$ cat src/hdl/prs_pkg.sv
`timescale 1ns / 1ps
// ----------------------------------------------------------------------------
// prs_pkg
// Shared types, widths and pose tables for the pose ramp sequencer.
// ----------------------------------------------------------------------------
package prs_pkg;

    localparam int ANGLE_W = 16;
    localparam int VEL_W   = 24;
    localparam int DUR_W   = 26;
    localparam int PER_W   = 16;
    localparam int NUM_W   = 44;
    localparam int JIDX_W  = 4;

    localparam logic [DUR_W-1:0] DUR_RESET   = 26'd2000000;
    localparam logic [DUR_W-1:0] ELAPSED_MAX = 26'h3FFFFFF;
    localparam logic [19:0]      US_PER_S    = 20'd1000000;

    typedef enum logic [1:0] {
        PH_STAT  = 2'd0,
        PH_RAISE = 2'd1,
        PH_LOWER = 2'd2
    } t_phase;

    localparam logic MODE_CAPTURE = 1'b0;
    localparam logic MODE_TICK    = 1'b1;

    // one memory word per joint
    typedef struct packed {
        logic signed [ANGLE_W-1:0] start;
        logic signed [ANGLE_W-1:0] prev;
        logic signed [ANGLE_W-1:0] cur;
    } t_joint_word;

    function automatic logic signed [ANGLE_W-1:0] f_stand(input logic [JIDX_W-1:0] j);
        logic signed [ANGLE_W-1:0] r;
        case (j)
            4'd1, 4'd4, 4'd7, 4'd10: r = 16'sd2744;
            4'd2, 4'd3, 4'd8, 4'd9:  r = -16'sd5325;
            default:                 r = 16'sd0;
        endcase
        return r;
    endfunction

    function automatic logic signed [ANGLE_W-1:0] f_sit(input logic [JIDX_W-1:0] j);
        logic signed [ANGLE_W-1:0] r;
        case (j)
            4'd1, 4'd4, 4'd7, 4'd10: r = 16'sd5571;
            4'd2, 4'd3, 4'd8, 4'd9:  r = -16'sd10854;
            4'd5:                    r = 16'sd819;
            4'd6:                    r = -16'sd819;
            default:                 r = 16'sd0;
        endcase
        return r;
    endfunction

endpackage

$ cat src/hdl/prs_ram.sv
`timescale 1ns / 1ps
// ----------------------------------------------------------------------------
// prs_ram
// Generic single-port synchronous RAM with registered read.
// ----------------------------------------------------------------------------
module prs_ram #(
    parameter int WIDTH = 48,
    parameter int DEPTH = 12
) (
    input  logic                                      i_clk,
    input  logic                                      i_we,
    input  logic [((DEPTH > 1) ? $clog2(DEPTH) : 1)-1:0] i_addr,
    input  logic [WIDTH-1:0]                          i_wdata,
    output logic [WIDTH-1:0]                          o_rdata
);
    logic [WIDTH-1:0] r_mem [DEPTH];
    logic [WIDTH-1:0] r_rdata;

    always_ff @(posedge i_clk) begin
        if (i_we) begin
            r_mem[i_addr] <= i_wdata;
        end
        r_rdata <= r_mem[i_addr];
    end

    assign o_rdata = r_rdata;
endmodule

$ cat src/hdl/prs_div.sv
`timescale 1ns / 1ps
// ----------------------------------------------------------------------------
// prs_div
// Unsigned restoring divider, one quotient bit per cycle.
// ----------------------------------------------------------------------------
module prs_div
    import prs_pkg::*;
(
    input  logic              i_clk,
    input  logic              i_rst_n,
    input  logic              i_start,
    input  logic [NUM_W-1:0]  i_num,
    input  logic [DUR_W-1:0]  i_den,
    output logic              o_done,
    output logic [NUM_W-1:0]  o_quot
);
    localparam int CNT_W = $clog2(NUM_W + 1);

    logic [NUM_W-1:0] r_q;
    logic [DUR_W-1:0] r_rem;
    logic [DUR_W-1:0] r_den;
    logic [CNT_W-1:0] r_cnt;
    logic             r_busy;
    logic             r_done;
    logic [DUR_W:0]   w_trial;
    logic             w_ge;

    assign w_trial = {r_rem, r_q[NUM_W-1]};
    assign w_ge    = (w_trial >= {1'b0, r_den});

    always_ff @(posedge i_clk) begin
        if (!i_rst_n) begin
            r_busy <= 1'b0;
            r_done <= 1'b0;
            r_cnt  <= '0;
        end else begin
            r_done <= 1'b0;
            if (i_start) begin
                r_busy <= 1'b1;
                r_cnt  <= CNT_W'(NUM_W);
                r_q    <= i_num;
                r_rem  <= '0;
                r_den  <= i_den;
            end else if (r_busy) begin
                r_q   <= {r_q[NUM_W-2:0], w_ge};
                r_rem <= w_ge ? DUR_W'(w_trial - {1'b0, r_den}) : w_trial[DUR_W-1:0];
                r_cnt <= r_cnt - 1'b1;
                if (r_cnt == CNT_W'(1)) begin
                    r_busy <= 1'b0;
                    r_done <= 1'b1;
                end
            end
        end
    end

    assign o_done = r_done;
    assign o_quot = r_q;
endmodule

$ cat src/hdl/pose_ramp_sequencer.sv
`timescale 1ns / 1ps
// ----------------------------------------------------------------------------
// pose_ramp_sequencer
// Ramps joint position references between a captured pose and fixed poses.
// ----------------------------------------------------------------------------
//  channel   dir  handshake              payload
//  s_axis    in   tvalid/tready          tuser mode, tdata capture/tick fields
//  m_axis    out  tvalid/tready, tlast   tdata one joint reference
//  cfg       in   we                     wdata ramp_duration_us
//
//  a capture writes the joint memory from idle; a ramping tick makes two
//  passes of the shared bit-serial divider per joint (position, then
//  velocity); a holding tick makes one pass per joint, for velocity only
//  joint state sits in one 48-bit memory, read-modify-write per joint
//  a stalled output holds the sequencer before the next joint is loaded
//  synchronous active-low reset; joint memory is not cleared
// ----------------------------------------------------------------------------
module pose_ramp_sequencer
    import prs_pkg::*;
#(
    parameter int NUM_JOINTS = 12
) (
    input  logic        i_clk,
    input  logic        i_rst_n,
    input  logic        i_s_axis_tvalid,
    output logic        o_s_axis_tready,
    // joint_index[3:0], joint_position[19:4], raise_request[20],
    // lower_request[21], period_us[37:22], zero fill
    input  logic [39:0] i_s_axis_tdata,
    // mode[0]
    input  logic [0:0]  i_s_axis_tuser,
    output logic        o_m_axis_tvalid,
    input  logic        i_m_axis_tready,
    // out_joint[3:0], position_ref[19:4], velocity_ref[43:20],
    // motion_phase[45:44], zero fill
    output logic [47:0] o_m_axis_tdata,
    output logic        o_m_axis_tlast,
    input  logic        i_cfg_we,
    input  logic [25:0] i_cfg_wdata
);
    localparam int JW = (NUM_JOINTS > 1) ? $clog2(NUM_JOINTS) : 1;
    localparam int AW = JW;

    typedef enum logic [2:0] {
        S_IDLE, S_RD, S_LOAD, S_MUL, S_PWAIT, S_VMUL, S_VWAIT, S_EMIT
    } t_state;

    t_state                     r_state;
    t_phase                     r_phase;
    logic [DUR_W-1:0]           r_elapsed;
    logic [DUR_W-1:0]           r_dur;
    logic [PER_W-1:0]           r_period;
    logic                       r_ramp;
    logic                       r_fin;
    logic                       r_sit;
    logic [JW-1:0]              r_j;
    t_joint_word                r_word;
    logic signed [ANGLE_W:0]    r_diff;
    logic [NUM_W-1:0]           r_num;
    logic                       r_neg;
    logic                       r_div_go;
    logic [DUR_W-1:0]           r_den;
    logic signed [VEL_W-1:0]    r_vel;
    logic                       r_out_valid;
    logic [47:0]                r_out_data;
    logic                       r_out_last;

    // input fields
    logic                       w_mode;
    logic [JIDX_W-1:0]          w_jidx;
    logic signed [ANGLE_W-1:0]  w_pos;
    logic                       w_raise;
    logic                       w_lower;
    logic [PER_W-1:0]           w_per;
    logic                       w_acc;

    assign w_mode  = i_s_axis_tuser[0];
    assign w_jidx  = i_s_axis_tdata[3:0];
    assign w_pos   = i_s_axis_tdata[19:4];
    assign w_raise = i_s_axis_tdata[20];
    assign w_lower = i_s_axis_tdata[21];
    assign w_per   = i_s_axis_tdata[37:22];
    assign w_acc   = i_s_axis_tvalid && o_s_axis_tready;

    logic w_cap_ok;
    assign w_cap_ok = ({1'b0, w_jidx} < 5'(NUM_JOINTS));

    // tick phase/time update
    logic                       w_was;
    t_phase                     w_ph;
    logic [DUR_W-1:0]           w_el;
    logic [DUR_W:0]             w_sum;
    logic                       w_lt;

    always_comb begin
        w_was = (r_phase == PH_RAISE) || (r_phase == PH_LOWER);
        w_sum = {1'b0, r_elapsed} + (DUR_W+1)'(w_per);
        w_ph  = r_phase;
        w_el  = r_elapsed;
        if (!w_was) begin
            if (w_raise) begin
                w_ph = PH_RAISE;
                w_el = '0;
            end else if (w_lower) begin
                w_ph = PH_LOWER;
                w_el = '0;
            end else begin
                w_ph = PH_STAT;
            end
        end else begin
            w_el = w_sum[DUR_W] ? ELAPSED_MAX : w_sum[DUR_W-1:0];
        end
        w_lt = (w_el < r_dur);
    end

    // memory
    logic                       w_we;
    logic [AW-1:0]              w_addr;
    t_joint_word                w_wdata;
    t_joint_word                w_rdata;
    logic                       w_slot;
    logic signed [ANGLE_W-1:0]  w_tgt;
    logic signed [ANGLE_W-1:0]  w_newstart;

    assign w_slot     = !r_out_valid || i_m_axis_tready;
    assign w_tgt      = r_sit ? f_sit(JIDX_W'(r_j)) : f_stand(JIDX_W'(r_j));
    assign w_newstart = r_fin ? w_tgt : r_word.start;

    always_comb begin
        w_we    = 1'b0;
        w_addr  = AW'(r_j);
        w_wdata = '{start: w_newstart, prev: r_word.cur, cur: r_word.cur};
        if (r_state == S_IDLE) begin
            w_addr  = AW'(w_jidx[JW-1:0]);
            w_we    = w_acc && (w_mode == MODE_CAPTURE) && w_cap_ok;
            w_wdata = '{start: w_pos, prev: w_pos, cur: w_pos};
        end else if (r_state == S_EMIT) begin
            w_we = w_slot;
        end
    end

    prs_ram #(.WIDTH($bits(t_joint_word)), .DEPTH(NUM_JOINTS)) u_mem (
        .i_clk   (i_clk),
        .i_we    (w_we),
        .i_addr  (w_addr),
        .i_wdata (w_wdata),
        .o_rdata (w_rdata)
    );

    logic               w_div_done;
    logic [NUM_W-1:0]   w_quot;

    prs_div u_div (
        .i_clk   (i_clk),
        .i_rst_n (i_rst_n),
        .i_start (r_div_go),
        .i_num   (r_num),
        .i_den   (r_den),
        .o_done  (w_div_done),
        .o_quot  (w_quot)
    );

    // datapath helpers
    logic [ANGLE_W:0]           w_dmag;
    logic signed [ANGLE_W:0]    w_vd;
    logic [ANGLE_W:0]           w_vmag;
    logic signed [ANGLE_W:0]    w_step;
    logic signed [ANGLE_W:0]    w_pnew;
    logic signed [VEL_W-1:0]    w_vsat;

    always_comb begin
        w_dmag = r_diff[ANGLE_W] ? (ANGLE_W+1)'(-r_diff) : r_diff;
        w_vd   = (ANGLE_W+1)'(r_word.cur) - (ANGLE_W+1)'(r_word.prev);
        w_vmag = w_vd[ANGLE_W] ? (ANGLE_W+1)'(-w_vd) : w_vd;
        w_step = r_neg ? (ANGLE_W+1)'(-w_quot[ANGLE_W:0]) : w_quot[ANGLE_W:0];
        w_pnew = (ANGLE_W+1)'(r_word.start) + w_step;
        if (r_neg) begin
            w_vsat = (w_quot > NUM_W'(24'h800000)) ? 24'sh800000
                                                  : VEL_W'(-w_quot[VEL_W-1:0]);
        end else begin
            w_vsat = (w_quot > NUM_W'(24'h7FFFFF)) ? 24'sh7FFFFF : w_quot[VEL_W-1:0];
        end
    end

    always_ff @(posedge i_clk) begin
        if (!i_rst_n) begin
            r_state     <= S_IDLE;
            r_phase     <= PH_STAT;
            r_elapsed   <= '0;
            r_dur       <= DUR_RESET;
            r_out_valid <= 1'b0;
            r_div_go    <= 1'b0;
            r_j         <= '0;
        end else begin
            if (i_cfg_we) begin
                r_dur <= i_cfg_wdata;
            end
            if (r_out_valid && i_m_axis_tready && (r_state != S_EMIT)) begin
                r_out_valid <= 1'b0;
            end
            case (r_state)
                S_IDLE: begin
                    if (w_acc) begin
                        if (w_mode == MODE_CAPTURE) begin
                            if (w_cap_ok) begin
                                r_phase   <= PH_STAT;
                                r_elapsed <= '0;
                            end
                        end else begin
                            r_elapsed <= w_el;
                            r_ramp    <= (w_ph != PH_STAT) && w_lt;
                            r_fin     <= (w_ph != PH_STAT) && !w_lt;
                            r_phase   <= ((w_ph != PH_STAT) && !w_lt) ? PH_STAT : w_ph;
                            r_sit     <= (w_ph == PH_LOWER);
                            r_period  <= (w_per == '0) ? PER_W'(1) : w_per;
                            r_j       <= '0;
                            r_state   <= S_RD;
                        end
                    end
                end
                S_RD: begin
                    r_state <= S_LOAD;
                end
                S_LOAD: begin
                    r_word  <= w_rdata;
                    r_diff  <= (ANGLE_W+1)'(w_tgt) - (ANGLE_W+1)'(w_rdata.start);
                    r_state <= S_MUL;
                end
                S_MUL: begin
                    if (r_ramp) begin
                        r_num    <= NUM_W'(w_dmag) * NUM_W'(r_elapsed);
                        r_neg    <= r_diff[ANGLE_W];
                        r_den    <= r_dur;
                        r_div_go <= 1'b1;
                        r_state  <= S_PWAIT;
                    end else begin
                        if (!r_fin) begin
                            r_word.cur <= r_word.start;
                        end
                        r_state <= S_VMUL;
                    end
                end
                S_PWAIT: begin
                    r_div_go <= 1'b0;
                    if (w_div_done) begin
                        r_word.cur <= w_pnew[ANGLE_W-1:0];
                        r_state    <= S_VMUL;
                    end
                end
                S_VMUL: begin
                    r_num    <= NUM_W'(w_vmag) * NUM_W'(US_PER_S);
                    r_neg    <= w_vd[ANGLE_W];
                    r_den    <= DUR_W'(r_period);
                    r_div_go <= 1'b1;
                    r_state  <= S_VWAIT;
                end
                S_VWAIT: begin
                    r_div_go <= 1'b0;
                    if (w_div_done) begin
                        r_vel   <= w_vsat;
                        r_state <= S_EMIT;
                    end
                end
                S_EMIT: begin
                    if (w_slot) begin
                        r_out_valid <= 1'b1;
                        r_out_data  <= {2'b00, r_phase, r_vel, r_word.cur, JIDX_W'(r_j)};
                        r_out_last  <= (r_j == JW'(NUM_JOINTS - 1));
                        if (r_j == JW'(NUM_JOINTS - 1)) begin
                            r_state <= S_IDLE;
                        end else begin
                            r_j     <= r_j + 1'b1;
                            r_state <= S_RD;
                        end
                    end
                end
                default: r_state <= S_IDLE;
            endcase
        end
    end

    assign o_s_axis_tready = (r_state == S_IDLE);
    assign o_m_axis_tvalid = r_out_valid;
    assign o_m_axis_tdata  = r_out_data;
    assign o_m_axis_tlast  = r_out_last;

    a_last_joint: assert property (@(posedge i_clk) disable iff (!i_rst_n)
        (o_m_axis_tvalid && o_m_axis_tlast) |-> (o_m_axis_tdata[3:0] == 4'(NUM_JOINTS - 1)))
        else $error("tlast on a joint other than the final one");

    a_capture_clears: assert property (@(posedge i_clk) disable iff (!i_rst_n)
        (w_acc && (w_mode == MODE_CAPTURE) && w_cap_ok)
            |=> (r_phase == PH_STAT && r_elapsed == '0))
        else $error("capture did not clear phase and elapsed time");

    a_div_done_waiting: assert property (@(posedge i_clk) disable iff (!i_rst_n)
        w_div_done |-> (r_state == S_PWAIT || r_state == S_VWAIT))
        else $error("divider finished outside a wait state");

    a_no_write_busy: assert property (@(posedge i_clk) disable iff (!i_rst_n)
        w_we |-> (r_state == S_IDLE || r_state == S_EMIT))
        else $error("joint memory written mid computation");
endmodule
$ cat config.mk
export PLATFORM = sky130hd
export DESIGN_NAME = pose_ramp_sequencer
export DESIGN_NICKNAME = d
export VERILOG_FILES = /design/src/hdl/prs_pkg.sv /design/src/hdl/prs_ram.sv /design/src/hdl/prs_div.sv /design/src/hdl/pose_ramp_sequencer.sv
export SDC_FILE = /design/constraint.sdc
export NUM_CORES = 2
export LEC_CHECK = 0
export BUFFER_PORTS_ARGS = -buffer_cell sky130_fd_sc_hd__buf_2
export CAP_MARGIN = 20
export CORE_MARGIN = 1.5
export CORE_UTILIZATION = 57
export CTS_BUF_LIST = sky130_fd_sc_hd__clkbuf_4 sky130_fd_sc_hd__clkbuf_8 sky130_fd_sc_hd__clkbuf_16
export DETAILED_ROUTE_END_ITERATION = 10
export PLACE_DENSITY = 0.78
export REMOVE_ABC_BUFFERS = 1
export SYNTH_ARGS = -nofsm -noshare
export SYNTH_HDL_FRONTEND = slang
export SYNTH_SLANG_ARGS = --single-unit
$ cat constraint.sdc
create_clock -name i_clk -period 9.7 [get_ports i_clk]
set_input_delay 1.455 -clock i_clk [delete_from_list [all_inputs] [get_ports i_clk]]
set_output_delay 1.455 -clock i_clk [all_outputs]
set_load 0.01 [all_outputs]
==> run summary <==
The flow ran to the end, and the final reports show no timing, DRC or antenna violations. The finished layout cell area is 60600 µm². The pre-CTS worst setup slack came out at 0.4914 ns.

The startpoint identified for the worst register-to-register timing path is r_diff[5]. The pre-antenna-repair detailed-routing pass consisted of 6 iterations. The number of endpoints with negative hold slack in the final report is 0. The core region is 96420 µm². The design internal power is 8766 µW. The worst min-delay path category is flop to flop. The number of antenna diodes is 0. The dominant cell type by count on the critical path is fa_1.

STA classifies the critical path startpoint as a flop. The critical path in this run is classified as flop to flop. The measured slew at the worst slew-check pin is 1.182 ns. In this run the critical register-to-register path is captured at r_num[32]. The number of hold buffers added after cts is 0. The share of post-route cells with drive strength above 1 came out at 11.25%.

The number of distinct standard cells referenced by the synthesized netlist came out at 88. Of the total power, combinational logic draws 48.2%. The data arrival at the endpoint of the critical path came out at 9.57 ns. The fraction of the mapped netlist area in compound gates came out at 8.591%. The post-synthesis instance area came out at 55330 µm². The maximum clock frequency is 0.1087 GHz. Once placement finished, the instance area stood at 57610 µm². The final wirelength is 139.7 mm. The remaining design rule violation count is 0. The final total power came out at 14310 µW. In this run, synthesis produced a sequential element count of 819. The adder-cell share of the synthesized area is 22.98%.

Using the TritonRoute via totals, the vias-per-cell ratio works out to 5.995. The top flip-flop cell by instance count after synthesis is edfxtp_1. The total count of max-transition violations in the final report came out at 0. The number of sinks handled by clock tree synthesis is 819. The largest fanout on the critical path came out at 17. The share of synthesized cell area in and, or, nand and nor gates came out at 10.49%.

The share of the cycle needed by the critical path after routing came out at 94.85%. During I/O placement, the number of pins put on the boundary was 123. At the end of the flow, the number of nets in the layout was 5820.

The row count came out at 114. The routed length per placed instance is 22.10 µm. The post-cts gate resize count is 0.

The multiplexer fraction of the synthesized cell area is 6.103%. The clock-pin slew on the worst setup and hold paths came out at 0.07 ns. The global routing usage summed across all routing layers is 28.58%. The overall die width came out at 314.6 µm.

The clock passes through at most 3 buffers. Leaving out fill and tap cells, the most frequent cell in the layout is inv_1. The tightest hold margin is 0.3946 ns. The floorplan die area is 98950 µm². The number of antenna violations at the first check in global routing is 1. The area growth from synthesis to layout is 9.518%. For this run, the number of Yosys warnings is 0.

The number of endpoints failing setup at the final stage is 0. The buffering stage count on the worst path with inverters included is 6. The post-route clock skew is 0.04503 ns.

The library cells used most frequently in the layout, excluding fill and tap cells, are inv_1 (711), edfxtp_1 (705), nand2_1 (547). The analysis attributes to net switching a power of 5545 µW. The required arrival time at the worst endpoint is 10.07 ns. The maximum level of the CTS H-tree is 3. The count of routing violations after the opening detailed-route iteration came out at 3626. The fraction of synthesis flops using an asynchronous set or reset pin came out at 0%.

The switching part of the total is 38.75%. STA classifies the critical path endpoint as a flop. The worst relative slew slack came out at 20.40%. The number of inserted filler cells in the final layout is 7277. The slowest cell on the critical path is or4_1.

The first global-routing pass estimated 216.0 mm of wire. The cell at the root of the clock tree is clkbuf_16. The clock tree from TritonCTS is done. Clock latency on the worst-skew pair, taken at its later pin, is 0.67 ns. The number of cells traversed by the worst register-to-register path is 28. The leakage power figure is 0.02593 µW. The detailed router placed 37910 vias in this run. The detailed placer's ending HPWL is 97.56 mm. The pin count of the biggest net entering global routing is 81.

The final design utilization is 62.85%. The part of the total power dissipated in the clock network came out at 23.4%. The cell count of the worst hold path is 0. The mean post-synth cell area is 11.26 µm². The number of instances in the synthesized netlist came out at 4913. The worst-case vdd ir drop is 639.5 µV. The final worst-path setup slack is 0.4997 ns.

For this run, the register share of the synthesized area comes to 42.39%. The delay of the slowest cell on the worst path is 0.59 ns. The hold path startpoint is r_vel[15]. After layout, the minimum clock period comes to 9.200 ns. The starting density of the core is 57.38%. The number of antenna-violating nets in the routed design came out at 0. In this run, synthesis inferred 705 flip-flops with an integrated enable. The final estimated routing congestion in global placement came out at 0.9316. The main combinational cell family by area after synthesis is adder cells. The number of buffers inserted during clock tree synthesis came out at 78. The floorplan step set the die height to 314.6 µm. The xor/xnor share of the synthesized area came out at 3.078%. The slack of the worst reg-to-reg path is 0.50 ns.

Across the run, the number of max-cap violations was 0. The number of buffers added on ports is 118. The number of global-route vias before repair was 38340. The sequential fraction of design power is 28.4%. The category of cells accounting for the largest share of critical-path delay is adder cells.

For hold timing, the worst endpoint is o_m_axis_tdata[35]. The power density over the cells came out at 236.2 nW/µm². The number of post-CTS setup repair buffers came out at 0. The leftover overflow at the end of global routing is 0.
-- registers in the layout, indices dropped and copies added (netlist names), 24 cells and up, named ones only --
signal and flops:
o_m_axis_tdata 46, r_num 43, u_div.r_rem 26, u_mem.r_mem 384
r_dur 26, u_div.o_quot 44, u_div.r_den 26, u_mem.o_rdata 32
r_vel 24, r_den 26, r_elapsed 26, r_word 48
-- worst register-to-register path, delay by kind of cell (launching register included) --
kind | cells | cell delay [ns]
AO/OA/AOI/OAI | 8 | 1.57
buffers and inverters | 6 | 0.71
AND/OR/NAND/NOR | 5 | 1.94
XOR/XNOR | 2 | 0.62
adder cells (fa/ha/maj) | 7 | 3.54
flip-flops | 1 | 0.49
-- how the worst max path moves through the flow --
stage	from	end	slack [ns]	depth (start not counted)
5_1_grt	r_diff[5]	r_num[35]	-0.001	28
2_1_floorplan	r_state[2]	u_mem.r_mem[0][16]	0.60	5
6_report	r_diff[5]	r_num[32]	0.50	28
3_3_place_gp	r_diff[5]	r_num[35]	0.59	25
4_1_cts	r_diff[5]	r_num[39]	0.44	28
3_5_place_dp	r_diff[5]	r_num[39]	0.49	25
-- routing by layer --
layer / routed length, µm / GRT usage, % / vias to the layer above
li1: - / - / 16890
met1: 53150 / 36.70 / 18820
met2: 67240 / 47.07 / 1828
met3: 12730 / 5.751 / 371
met4: 6608 / 12.72 / 0
met5: 0 / 0 / -
-- through the flow --
step | setup TNS [ns] | cells
4_1_cts | 0 | 6305
2_1_floorplan | 0 | 4696
6_report | 0 | 6323
3_3_place_gp | 0 | 6157
3_5_place_dp | 0 | 6159
5_1_grt | -0.001269 | 6323
-- area by class of cell --
cell class | count | area [µm²] | area share (%)
inverter | 713 | 2676 | 4.417
timing repair buffer | 205 | 1257 | 2.075
clock inverter | 46 | 680.7 | 1.123
tap | 1276 | 1597 | 2.635
clock buffer | 100 | 2173 | 3.586
sequential | 819 | 23450 | 38.70
multi-input combinational | 3164 | 28760 | 47.46
-- cell families (layout without fill, tap and decap cells) --
group                      after synthesis  in the layout
and+or+nand+nor                       1237           1237
buffers and inverters                  931           1064
DFF                                    819            819
adders and majority gates              768            768
AOI/OAI and AO/OA                      753            753
muxes                                  212            212
xor gates and xnor gates               192            192
other                                    1              2
-- Yosys cell counts, drive strengths merged (19+ instances only) --
library cell | n | area, µm²
o21ai | 177 | 889.6
nand3 | 54 | 270.3
fa | 414 | 8288
o21bai | 20 | 150.1
nand4 | 19 | 118.9
ha | 353 | 4417
dfxtp | 114 | 2282
a21oi | 228 | 1141
nor2b | 44 | 275.3
o211ai | 23 | 172.7
buf | 33 | 153.9
clkbuf | 185 | 694.4
and2 | 139 | 869.6
and3 | 23 | 143.9
o31ai | 28 | 210.2
nand2b | 35 | 219.0
xnor2 | 134 | 1181
nand2 | 549 | 2063
o21a | 33 | 247.7
nor3 | 45 | 230.2
mux2 | 43 | 484.2
mux2i | 73 | 730.7
edfxtp | 705 | 21170
or3 | 31 | 214.0
a31oi | 33 | 206.5
a21o | 71 | 533.0
xor2 | 57 | 499.2
mux4 | 96 | 2162
nor2 | 224 | 840.8
inv | 712 | 2673
-- power by group through the flow --
stage                     Clock, µW  Combinational [µW]  Sequential (µW)
final                          3350                6900             4060
after floorplan                   0                5170             4090
after global placement            0                6660             4130
after global routing           3510                7710             4060
after detailed placement          0                6750             4130
after CTS                      3380                6860             4060
Note: power is estimated with default switching activity, not from simulation.
